**config.mk**
```make
export PLATFORM = sky130hd
export DESIGN_NAME = cooling_ice_mode_arbiter_unit
export DESIGN_NICKNAME = d
export VERILOG_FILES = /design/src/hdl/cima_pkg.sv /design/src/hdl/cooling_ice_mode_arbiter_unit.sv
export SDC_FILE = /design/constraint.sdc
export NUM_CORES = 1
export LEC_CHECK = 0
export BUFFER_PORTS_ARGS = -buffer_cell sky130_fd_sc_hd__buf_4
export CAP_MARGIN = 20
export CELL_PAD_IN_SITES_DETAIL_PLACEMENT = 0
export CELL_PAD_IN_SITES_GLOBAL_PLACEMENT = 1
export CORE_MARGIN = 10
export CORE_UTILIZATION = 36
export DETAILED_ROUTE_END_ITERATION = 16
export PLACE_DENSITY = 0.7
export SYNTH_ARGS = -nofsm -noshare
export SYNTH_HDL_FRONTEND = slang
export SYNTH_SLANG_ARGS = --single-unit
```
**constraint.sdc**
```tcl
create_clock -name clk -period 3.5 [get_ports clk]
set_input_delay 0.35 -clock clk [delete_from_list [all_inputs] [get_ports clk]]
set_output_delay 0.35 -clock clk [all_outputs]
set_load 0.1 [all_outputs]
```
**src/hdl/cima_pkg.sv**
```systemverilog
`timescale 1ns / 1ps
// ----------------------------------------------------------------------------
// cima_pkg
// shared codes and thermostat constants for the cooling / ice mode arbiter
// ----------------------------------------------------------------------------
package cima_pkg;

    localparam int TEMP_W  = 10;
    localparam int DELAY_W = 14;
    localparam int MODE_W  = 2;

    // make mode codes
    localparam logic [MODE_W-1:0] MODE_STOP = 2'd0;
    localparam logic [MODE_W-1:0] MODE_COLD = 2'd1;
    localparam logic [MODE_W-1:0] MODE_ICE  = 2'd2;

    // on thresholds, tenths of a degree
    localparam logic [TEMP_W-1:0] ON_WEAK   = 10'd140;
    localparam logic [TEMP_W-1:0] ON_SAVING = 10'd100;
    localparam logic [TEMP_W-1:0] ON_NORMAL = 10'd80;

    // off thresholds, tenths of a degree
    localparam logic [TEMP_W-1:0] OFF_WEAK        = 10'd100;
    localparam logic [TEMP_W-1:0] OFF_COOL_SAVING = 10'd60;
    localparam logic [TEMP_W-1:0] OFF_COOL_NORMAL = 10'd50;
    localparam logic [TEMP_W-1:0] OFF_WARM_SAVING = 10'd70;
    localparam logic [TEMP_W-1:0] OFF_WARM_NORMAL = 10'd60;

    // off delays, ticks
    localparam logic [DELAY_W-1:0] DELAY_SHORT       = 14'd20;
    localparam logic [DELAY_W-1:0] DELAY_WARM_SAVING = 14'd9000;
    localparam logic [DELAY_W-1:0] DELAY_WARM_NORMAL = 14'd6000;

    // ambient limit, whole degrees
    localparam logic [7:0] AMBIENT_WARM = 8'd30;

    // configuration register indexes and reset
    localparam logic REG_PROTECT_TEMP = 1'b0;
    localparam logic [TEMP_W-1:0] PROTECT_TEMP_RESET = 10'd20;

    // ice flag bit positions
    localparam int ICE_ON      = 0;
    localparam int ICE_LOW     = 1;
    localparam int ICE_FULL    = 2;
    localparam int ICE_FIRST   = 3;
    localparam int ICE_SAFETY  = 4;
    localparam int ICE_FAULT   = 5;
    localparam int ICE_SERVICE = 6;

    // cold flag bit positions
    localparam int COLD_EN     = 0;
    localparam int COLD_FILLED = 1;
    localparam int COLD_FAULT  = 2;

endpackage

```
**src/hdl/cooling_ice_mode_arbiter_unit.sv**
```systemverilog
`timescale 1ns / 1ps
// ----------------------------------------------------------------------------
// cooling_ice_mode_arbiter_unit
// qualified thermostat, cold / ice go conditions and make-mode arbiter
// ----------------------------------------------------------------------------
// One tick transfer is accepted every clock cycle while in_stall is low.
// Each tick is held in an input register; the thermostat counters, extra-ice
// bit and make mode are updated by one pass of compare and count logic as the
// tick moves into the result register, which offers the result, and a stalled
// result holds one further tick in the input register. With decision_enable
// low the state is held and both go bits read 0. The protect_temp register
// sits at byte address 0 of the APB port.
// ----------------------------------------------------------------------------
module cooling_ice_mode_arbiter_unit #(
    parameter int QUALIFY_TICKS = 20
) (
    input  logic        clk,
    input  logic        rst_n,
    // configuration
    input  logic        psel,
    input  logic        penable,
    input  logic        pwrite,
    input  logic [2:0]  paddr,
    input  logic [31:0] pwdata,
    output logic [31:0] prdata,
    output logic        pready,
    // tick input
    input  logic        in_valid,
    output logic        in_stall,
    input  logic [9:0]  cold_temp,
    input  logic [7:0]  ambient_deg,
    input  logic        cold_weak,
    input  logic        sleep_active,
    input  logic        no_use_saving,
    input  logic        ice_init_active,
    input  logic [2:0]  cold_flags,
    input  logic [6:0]  ice_flags,
    input  logic        ice_standby,
    input  logic        cold_first,
    input  logic        decision_enable,
    // result output
    output logic        out_valid,
    input  logic        out_stall,
    output logic [1:0]  make_mode,
    output logic        cool_demand,
    output logic        cold_go,
    output logic        ice_go
);

    localparam int CNT_W = $clog2(QUALIFY_TICKS + 1);
    localparam logic [CNT_W:0] QMAX = (CNT_W + 1)'(QUALIFY_TICKS);

    // configuration
    logic [cima_pkg::TEMP_W-1:0] protect_temp_reg;
    logic cfg_write;

    // input register
    logic        s1_valid_reg;
    logic [9:0]  temp_reg;
    logic [7:0]  amb_reg;
    logic        weak_reg;
    logic        sleep_reg;
    logic        nouse_reg;
    logic        init_reg;
    logic [2:0]  cf_reg;
    logic [6:0]  icf_reg;
    logic        standby_reg;
    logic        cold_pri_reg;
    logic        enable_reg;

    // state
    logic                         demand_reg, demand_next;
    logic [CNT_W-1:0]             on_count_reg, on_count_next;
    logic [cima_pkg::DELAY_W-1:0] off_count_reg, off_count_next;
    logic [CNT_W-1:0]             prot_count_reg, prot_count_next;
    logic                         extra_ice_reg, extra_ice_next;
    logic [cima_pkg::MODE_W-1:0]  mode_reg, mode_next;

    // result register
    logic        out_valid_reg;
    logic [1:0]  make_mode_reg;
    logic        cool_demand_reg;
    logic        cold_go_reg;
    logic        ice_go_reg;

    logic        advance;
    logic        accept;

    logic                         saving;
    logic [cima_pkg::TEMP_W-1:0]  on_t;
    logic [cima_pkg::TEMP_W-1:0]  off_t;
    logic [cima_pkg::DELAY_W-1:0] delay;
    logic [CNT_W:0]               on_inc;
    logic [CNT_W:0]               prot_inc;
    logic [cima_pkg::DELAY_W-1:0] off_inc;
    logic                         full_gate;
    logic                         cgo, igo;

    // handshake
    assign advance  = s1_valid_reg && (!out_valid_reg || !out_stall);
    assign in_stall = s1_valid_reg && !advance;
    assign accept   = in_valid && !in_stall;

    assign out_valid   = out_valid_reg;
    assign make_mode   = make_mode_reg;
    assign cool_demand = cool_demand_reg;
    assign cold_go     = cold_go_reg;
    assign ice_go      = ice_go_reg;

    // apb port
    assign pready    = 1'b1;
    assign cfg_write = psel && penable && pwrite && pready;

    always_comb
    begin
        prdata = 32'd0;
        if (paddr[2] == cima_pkg::REG_PROTECT_TEMP)
        begin
            prdata = {22'd0, protect_temp_reg};
        end
    end

    always_ff @(posedge clk or negedge rst_n)
    begin
        if (!rst_n)
        begin
            protect_temp_reg <= cima_pkg::PROTECT_TEMP_RESET;
        end
        else if (cfg_write && paddr[2] == cima_pkg::REG_PROTECT_TEMP)
        begin
            protect_temp_reg <= pwdata[9:0];
        end
    end

    // thresholds
    assign saving = sleep_reg || nouse_reg;

    always_comb
    begin
        if (weak_reg)
        begin
            on_t = cima_pkg::ON_WEAK;
        end
        else if (saving)
        begin
            on_t = cima_pkg::ON_SAVING;
        end
        else
        begin
            on_t = cima_pkg::ON_NORMAL;
        end

        if (weak_reg)
        begin
            off_t = cima_pkg::OFF_WEAK;
            delay = cima_pkg::DELAY_SHORT;
        end
        else if (amb_reg < cima_pkg::AMBIENT_WARM)
        begin
            off_t = saving ? cima_pkg::OFF_COOL_SAVING : cima_pkg::OFF_COOL_NORMAL;
            delay = cima_pkg::DELAY_SHORT;
        end
        else if (saving)
        begin
            off_t = cima_pkg::OFF_WARM_SAVING;
            delay = cima_pkg::DELAY_WARM_SAVING;
        end
        else
        begin
            off_t = cima_pkg::OFF_WARM_NORMAL;
            delay = cima_pkg::DELAY_WARM_NORMAL;
        end
    end

    assign on_inc   = {1'b0, on_count_reg} + 1'b1;
    assign prot_inc = {1'b0, prot_count_reg} + 1'b1;
    assign off_inc  = off_count_reg + 1'b1;

    // thermostat
    always_comb
    begin
        demand_next     = demand_reg;
        on_count_next   = on_count_reg;
        off_count_next  = off_count_reg;
        prot_count_next = prot_count_reg;

        if (temp_reg >= on_t)
        begin
            if (on_inc >= QMAX)
            begin
                on_count_next = QMAX[CNT_W-1:0];
                demand_next   = 1'b1;
            end
            else
            begin
                on_count_next = on_inc[CNT_W-1:0];
            end
            off_count_next = '0;
        end
        else
        begin
            on_count_next = '0;
            if (demand_reg && temp_reg <= off_t)
            begin
                if (off_inc >= delay)
                begin
                    off_count_next = '0;
                    demand_next    = 1'b0;
                end
                else
                begin
                    off_count_next = off_inc;
                end
            end
            else
            begin
                off_count_next = '0;
            end
        end

        // low-temperature protect
        if (temp_reg <= protect_temp_reg)
        begin
            if (prot_inc >= QMAX)
            begin
                prot_count_next = QMAX[CNT_W-1:0];
                demand_next     = 1'b0;
            end
            else
            begin
                prot_count_next = prot_inc[CNT_W-1:0];
            end
        end
        else
        begin
            prot_count_next = '0;
        end
    end

    // go conditions
    always_comb
    begin
        cgo = cf_reg[cima_pkg::COLD_EN] && cf_reg[cima_pkg::COLD_FILLED] && demand_next
              && !init_reg && !cf_reg[cima_pkg::COLD_FAULT];

        if (icf_reg[cima_pkg::ICE_FULL])
        begin
            full_gate      = extra_ice_reg;
            extra_ice_next = extra_ice_reg;
        end
        else
        begin
            full_gate      = 1'b1;
            extra_ice_next = icf_reg[cima_pkg::ICE_FIRST];
        end

        igo = icf_reg[cima_pkg::ICE_ON] && !icf_reg[cima_pkg::ICE_LOW] && full_gate
              && !sleep_reg && !init_reg && !icf_reg[cima_pkg::ICE_SAFETY]
              && !icf_reg[cima_pkg::ICE_FAULT] && !icf_reg[cima_pkg::ICE_SERVICE];
    end

    // make-mode arbiter
    always_comb
    begin
        mode_next = mode_reg;
        case (mode_reg)
            cima_pkg::MODE_STOP:
            begin
                if (cold_pri_reg)
                begin
                    mode_next = cgo ? cima_pkg::MODE_COLD
                              : (igo ? cima_pkg::MODE_ICE : cima_pkg::MODE_STOP);
                end
                else
                begin
                    mode_next = igo ? cima_pkg::MODE_ICE
                              : (cgo ? cima_pkg::MODE_COLD : cima_pkg::MODE_STOP);
                end
            end
            cima_pkg::MODE_COLD:
            begin
                if (!cgo || (!cold_pri_reg && igo))
                begin
                    mode_next = cima_pkg::MODE_STOP;
                end
            end
            cima_pkg::MODE_ICE:
            begin
                if (standby_reg && (!igo || (cold_pri_reg && cgo)))
                begin
                    mode_next = cima_pkg::MODE_STOP;
                end
            end
            default:
            begin
                mode_next = cima_pkg::MODE_STOP;
            end
        endcase
    end

    // input register
    always_ff @(posedge clk or negedge rst_n)
    begin
        if (!rst_n)
        begin
            s1_valid_reg <= 1'b0;
        end
        else if (accept)
        begin
            s1_valid_reg <= 1'b1;
        end
        else if (advance)
        begin
            s1_valid_reg <= 1'b0;
        end
    end

    always_ff @(posedge clk)
    begin
        if (accept)
        begin
            temp_reg     <= cold_temp;
            amb_reg      <= ambient_deg;
            weak_reg     <= cold_weak;
            sleep_reg    <= sleep_active;
            nouse_reg    <= no_use_saving;
            init_reg     <= ice_init_active;
            cf_reg       <= cold_flags;
            icf_reg      <= ice_flags;
            standby_reg  <= ice_standby;
            cold_pri_reg <= cold_first;
            enable_reg   <= decision_enable;
        end
    end

    // state update, once per evaluated tick
    always_ff @(posedge clk or negedge rst_n)
    begin
        if (!rst_n)
        begin
            demand_reg     <= 1'b0;
            on_count_reg   <= '0;
            off_count_reg  <= '0;
            prot_count_reg <= '0;
            extra_ice_reg  <= 1'b0;
            mode_reg       <= cima_pkg::MODE_STOP;
        end
        else if (advance && enable_reg)
        begin
            demand_reg     <= demand_next;
            on_count_reg   <= on_count_next;
            off_count_reg  <= off_count_next;
            prot_count_reg <= prot_count_next;
            extra_ice_reg  <= extra_ice_next;
            mode_reg       <= mode_next;
        end
    end

    // result register
    always_ff @(posedge clk or negedge rst_n)
    begin
        if (!rst_n)
        begin
            out_valid_reg <= 1'b0;
        end
        else if (advance)
        begin
            out_valid_reg <= 1'b1;
        end
        else if (!out_stall)
        begin
            out_valid_reg <= 1'b0;
        end
    end

    always_ff @(posedge clk)
    begin
        if (advance)
        begin
            if (enable_reg)
            begin
                make_mode_reg   <= mode_next;
                cool_demand_reg <= demand_next;
                cold_go_reg     <= cgo;
                ice_go_reg      <= igo;
            end
            else
            begin
                make_mode_reg   <= mode_reg;
                cool_demand_reg <= demand_reg;
                cold_go_reg     <= 1'b0;
                ice_go_reg      <= 1'b0;
            end
        end
    end

endmodule
```
==> impl_metrics.tcl, run 1 <==
set metrics [dict create \
    status "finished, final reports clean" \
    gp_congestion 0.7841 \
    ctsRootBufferMaster "clkbuf_16" \
    antenna_cells 0 \
    seq_area_frac_synth 0.4797 \
    crit_arrival_ps 3310 \
    cts_tree "built" \
    cts_sinks 79 \
    synth_top_family_by_area "simple AND/OR/NAND/NOR gates" \
    fin_crit_ps 3228 \
    hold_path_class "input pin to async pin" \
    max_freq_mhz 309.8 \
    worst_slew_pin_slew_ps 583.6 \
    avgSynthCellArea_um2 10.84 \
    io_pins 117 \
    n_fill_cell 1148 \
    grt_pass1_vias 3392 \
    nets 607 \
    htreeDepth 3 \
    rsz0062_at_grt "no" \
    synth-compound-area-share 0.1140 \
    power_density_mw_per_mm2 504.8 \
    path_max_fanout 4 \
    pre_cts_ws_ps 257.9 \
    synth_top_area_frac 0.2583 \
    finalWorstSetupSlack_ps 271.9 \
    detail-route-antenna-nets 0 \
    crit_path_end_kind "register" \
    fin_setup_tns_ps 0 \
    drv_cap 0 \
    multi_input_area_mm2 0.002120 \
    fin_crit_sh 0.9223 \
    grt_overflow 0 \
    firstDrtPassIters 4 \
    hold_slack_ps 0.5351 \
    wl_per_cell_um 14.71 \
    synth_enable_flop_cells 39 \
    io_buffers 68 \
    cts_buffer_depth 2 \
    critPathLaunchType "register" \
    die_y_um 132.2 \
    critPathKind "register to register" \
    synth_top_area_cell "edfxtp_1" \
    regArea_mm2 0.002176 \
    wl_mm 9.751 \
    clkTransAtPathRegs_ps 60 \
    ctsHoldBuffers 0 \
    ir_drop_v 0.0002841 \
    drive_gt1_frac 0.2404 \
    relSlewSlack 0.6091 \
    antenna_found_initial 0 \
    cts_resized 0 \
    fin_util 0.4458 \
    synthFlopType "edfxtp_1" \
    yosys.area_share.simple 0.1684 \
    setup_viol 0 \
    grt_use_total 0.1133 \
    synthAdderAreaFrac 0.1104 \
    first_iter_violations 153 \
    numCtsBuffers 9 \
    die_area_mm2 0.01748 \
    dpl.hpwl_mm 7.542 \
    hold_viol_final 0 \
    synthTopCellsByArea "edfxtp_1 (26%), dfrtp_1 (21%), ha_1 (11%)" \
    syn_area_mm2 0.004533 \
    maxSlewViolCount 0 \
    leakagePower_nw 2.474 \
    clk_latency_ps 330 \
    layout_common_cells "buf_4 (72), nand2_1 (45), ha_1 (40), edfxtp_1 (39), dfrtp_1 (37)" \
    die_w_um 132.2 \
    fp-row-count 40 \
    area_growth_pct 19.60 \
    start_util 0.3727 \
    yosys_warnings 0 \
    placeableCoreArea_mm2 0.01216 \
    netlist-cell-type-count 63 \
    grt_first_pass_wirelength_mm 16.50 \
    final_cell_area_mm2 0.005421 \
    place_area_mm2 0.005146 \
    grt_max_degree 41 \
    vias 3173 \
    vias_per_cell 4.786 \
    cts_setup_buffers 0 \
    synth_xor_area_frac 0.02125 \
    synth.area.mux_share 0.03450 \
    synth_seq_cells 79 \
    drc 0 \
    required_ps 3580 \
    skew_ps 7.079 \
    largest_reg_flops 14 \
    synthArstFlopShare 0.5063 \
    final_common_cell "buf_4" \
    postSynthCellCount 418 \
]
-- cells in the mapped netlist, types with 4 or more instances --
library cell  count
nand2_1          45
and3_1            7
nor2_1           27
ha_1             40
nand4_1           6
dfrtp_1          38
xnor2_1           9
a31oi_1           4
clkbuf_1          6
inv_1            27
o21ai_0          11
edfxtp_1         39
a21oi_1          14
nor2b_1           7
nand3_1          13
nand2b_1         13
a22o_1            5
mux2_2           13
a211oi_1          4
buf_4            23
-- cell type report --
type,instances,share of cell area
clock inverters,5,0.005770
repair buffers,72,0.09970
clock buffers,11,0.04477
multi-input cells,301,0.3910
inverters,27,0.01869
flip-flops and latches,79,0.4013
well taps,168,0.03877
-- metrics by stage --
stage          instances  total power [W]
3_5_place_dp         647         0.001884
6_report             663         0.002737
2_1_floorplan        439         0.001724
4_1_cts              663         0.002767
5_1_grt              663         0.002886
3_3_place_gp         647         0.001867
-- where the power goes --
group	total (W)	internal [W]	switching [W]
registers	0.00118	0.00109	0.0000900
logic	0.000688	0.000209	0.000479
clock network	0.000871	0.000499	0.000372
total	0.00274	0.00180	0.000941
-- kinds of logic (layout without fill, tap and decap cells) --
logic type	count (synthesis)	count (layout)
compound gates	69	69
xor+xnor	11	11
fa+ha+maj	40	40
buf+inv	59	115
flops	79	79
mux	14	14
other cells	2	23
simple gates	144	144
-- worst max-delay path, cell delays in order (launching register included) --
cell and delay [ps]:
dfrtp_1 430, ha_1 260, nand3_1 150, nor2_1 190
nand2_1 90, xnor2_1 170, ha_1 330, and4_2 220
nand3_1 110, a41oi_2 220, nand3_1 140, a31oi_4 270
nor2_1 110, mux2_2 280
-- metal layers --
layer	vias up	part of all wire	global-route usage
li1	1600	-	-
met1	1485	0.47	0.1393
met2	79	0.45	0.1834
met3	9	0.065	0.03506
met4	0	0.014	0.03912
met5	-	0	0
-- worst paths after layout --
check                                   from             endpoint  slack (ps)  cells past startpoint
hold reg to reg            off_count_reg[13]    off_count_reg[13]         490                      2
hold / removal                         rst_n  protect_temp_reg[6]         0.5                      1
setup / recovery            off_count_reg[1]          cool_demand         270                     13
max in group asynchronous              rst_n     off_count_reg[0]        3080                      1
min in group clk                cold_temp[5]          temp_reg[5]         190                      1
setup reg to reg            off_count_reg[1]          cool_demand         270                     13
Note: power is estimated with default switching activity, not from simulation.
==> inputs of run 2 (changes only) <==
--- a/config.mk
+++ b/config.mk
@@ -7,12 +7,10 @@
 export LEC_CHECK = 0
 export BUFFER_PORTS_ARGS = -buffer_cell sky130_fd_sc_hd__buf_4
 export CAP_MARGIN = 20
-export CELL_PAD_IN_SITES_DETAIL_PLACEMENT = 0
-export CELL_PAD_IN_SITES_GLOBAL_PLACEMENT = 1
 export CORE_MARGIN = 10
 export CORE_UTILIZATION = 36
 export DETAILED_ROUTE_END_ITERATION = 16
-export PLACE_DENSITY = 0.7
+export PLACE_DENSITY = 0.56
 export SYNTH_ARGS = -nofsm -noshare
 export SYNTH_HDL_FRONTEND = slang
 export SYNTH_SLANG_ARGS = --single-unit
==> run 2 against run 1 <==
  * The run now ends with negative hold slack left
  * First-iteration DRC count fell by 4.6%
  * Global-route usage fell by 0.82 points
  * Sequential power barely moved
  * Total power rose by 3.1%
  * Clock-buffer cell count fell by 2
  * Core utilization rose by 0.24 points
  * Sequential share of layout area fell by 0.23 points
  * Register-to-register slack barely moved
  * Critical endpoint unchanged
  * Largest power group unchanged
==> impl_metrics.tcl, run 2 (synthesized netlist as in run 1, its figures left out) <==
set metrics [dict create \
    clkTransAtPathRegs_ps 60 \
    fin_crit_ps 3234 \
    die_y_um 132.2 \
    cp_slowest_stage_delay_ps 460 \
    io_pins 117 \
    rrSetupSlack_ps 270 \
    power_density_mw_per_mm2 517.6 \
    worstRegToRegCells 13 \
    leakagePower_nw 2.484 \
    detail-route-antenna-nets 0 \
    htreeDepth 3 \
    swShare 0.3404 \
    path_max_fanout 5 \
    cts_tree "built" \
    grt_first_pass_wirelength_mm 15.44 \
    start_util 0.3727 \
    numCtsBuffers 9 \
    critPathLaunchType "register" \
    area_growth_pct 20.23 \
    wl_per_cell_um 14.11 \
    fin_setup_tns_ps 0 \
    intPower_w 0.001861 \
    crit_top_cell "nand3_1" \
    largest_reg_flops 14 \
    pwr-share-clk 0.341 \
    violations "negative hold slack" \
    grt_use_total 0.1051 \
    antenna_found_initial 0 \
    ir_drop_v 0.0002894 \
    crit_path_end_kind "register" \
    firstDrtPassIters 4 \
    wl_mm 9.342 \
    power_w 0.002821 \
    final_common_cell "buf_4" \
    rsz0062_at_grt "no" \
    fp-row-count 40 \
    slowest_stage "dfrtp_1" \
    combPwrFrac 0.242 \
    skew_ps 8.952 \
    critPathKind "register to register" \
    grt_overflow 0 \
    maxSlewViolCount 0 \
    status "finished with violations" \
    fin_crit_sh 0.9241 \
    layout_common_cells "buf_4 (71), nand2_1 (45), ha_1 (40), edfxtp_1 (39), dfrtp_1 (38)" \
    ctsRootBufferMaster "clkbuf_16" \
    first_iter_violations 146 \
    grt_pass1_vias 3245 \
    vias 3196 \
    crit_arrival_ps 3320 \
    place_area_mm2 0.005139 \
    hold_viol_final 1 \
    drive_gt1_frac 0.2409 \
    cp_cell_sequence "ha_1 -> nand3_1 -> nor2_2 -> nand2_1 -> xnor2_1 -> ha_1 -> and4_2 -> nand3_1 -> a41oi_2 -> nand3_1 -> a31oi_4 -> nor2_1 -> mux2_2" \
    grt_max_degree 41 \
    power_switching_w 0.0009602 \
    required_ps 3580 \
    die_w_um 132.2 \
    nets 606 \
    placeableCoreArea_mm2 0.01216 \
    timing.rr.end "cool_demand" \
    io_buffers 68 \
    final_cell_area_mm2 0.005450 \
    dpl.hpwl_mm 7.283 \
    cts_sinks 79 \
    relSlewSlack 0.5922 \
    drv_cap 0 \
    cts_buffer_depth 2 \
    die_area_mm2 0.01748 \
    r2r-start "off_count_reg[0]" \
    fin_util 0.4481 \
    antenna_cells 0 \
    gp_congestion 0.8210 \
    hold_slack_ps -1.495 \
    seqPwrFrac 0.417 \
    worst_slew_pin_slew_ps 608.9 \
    drc 0 \
    clk_latency_ps 340 \
    setup_viol 0 \
    vias_per_cell 4.828 \
    ctsHoldBuffers 0 \
    max_freq_mhz 309.2 \
    hold_path_class "input pin to async pin" \
]
==> run 2: what timing repair did <==
item | 4_1_cts | 5_1_grt
setup buffers | 0 | 0
resized for setup | 0 | 1
endpoints found under the setup margin | 0 | 3
==> run 2: final cells by class <==
class / count / area [um^2]
clock inverter: 7 / 83.83
fill: 1162 / 6711
clock buffer: 9 / 225.2
inverter: 27 / 101.3
multi-input combinational: 301 / 2122
sequential: 79 / 2175
timing repair buffer: 71 / 533.0
tap: 168 / 210.2
==> run 2: critical path: cells and delay by family (launching register included) <==
family | cells | cell delay, ps
and+or+nand+nor | 7 | 1010
adders and majority gates | 2 | 570
AOI/OAI and AO/OA | 2 | 490
DFF | 1 | 460
muxes | 1 | 290
xor gates and xnor gates | 1 | 170
==> run 2: worst max path at each step <==
stage | start | end | cells after the start
after floorplan | off_count_reg[0] | cool_demand | 13
after global placement | off_count_reg[0] | cool_demand | 13
after detailed placement | off_count_reg[0] | cool_demand | 13
after CTS | off_count_reg[0] | cool_demand | 13
after global routing | off_count_reg[0] | cool_demand | 13
final | off_count_reg[0] | cool_demand | 13
==> run 2: power by group through the flow <==
| stage | Sequential (W) | Clock (W) | Combinational [W] |
|---|---|---|---|
| 6_report | 0.00118 | 0.000963 | 0.000682 |
| 3_3_place_gp | 0.00119 | 0 | 0.000672 |
| 4_1_cts | 0.00118 | 0.000987 | 0.000689 |
| 5_1_grt | 0.00119 | 0.00103 | 0.000746 |
| 3_5_place_dp | 0.00119 | 0 | 0.000687 |
| 2_1_floorplan | 0.00121 | 0 | 0.000514 |
==> run 2: routing by layer <==
layer	GRT usage	up-vias	part of all wire
met2	0.1656	87	0.46
li1	-	1596	-
met3	0.03887	18	0.073
met4	0.04218	0	0.020
met5	0	-	0
met1	0.1270	1495	0.45
==> run 2: metrics by stage <==
step	std cells	hold slack (ps)	setup WS, ps
final	662	-1.495	265.8
after global placement	646	378.6	266.5
after floorplan	439	54.41	637.0
after global routing	662	41.85	32.84
after CTS	662	20.58	192.7
after detailed placement	646	382.7	221.1
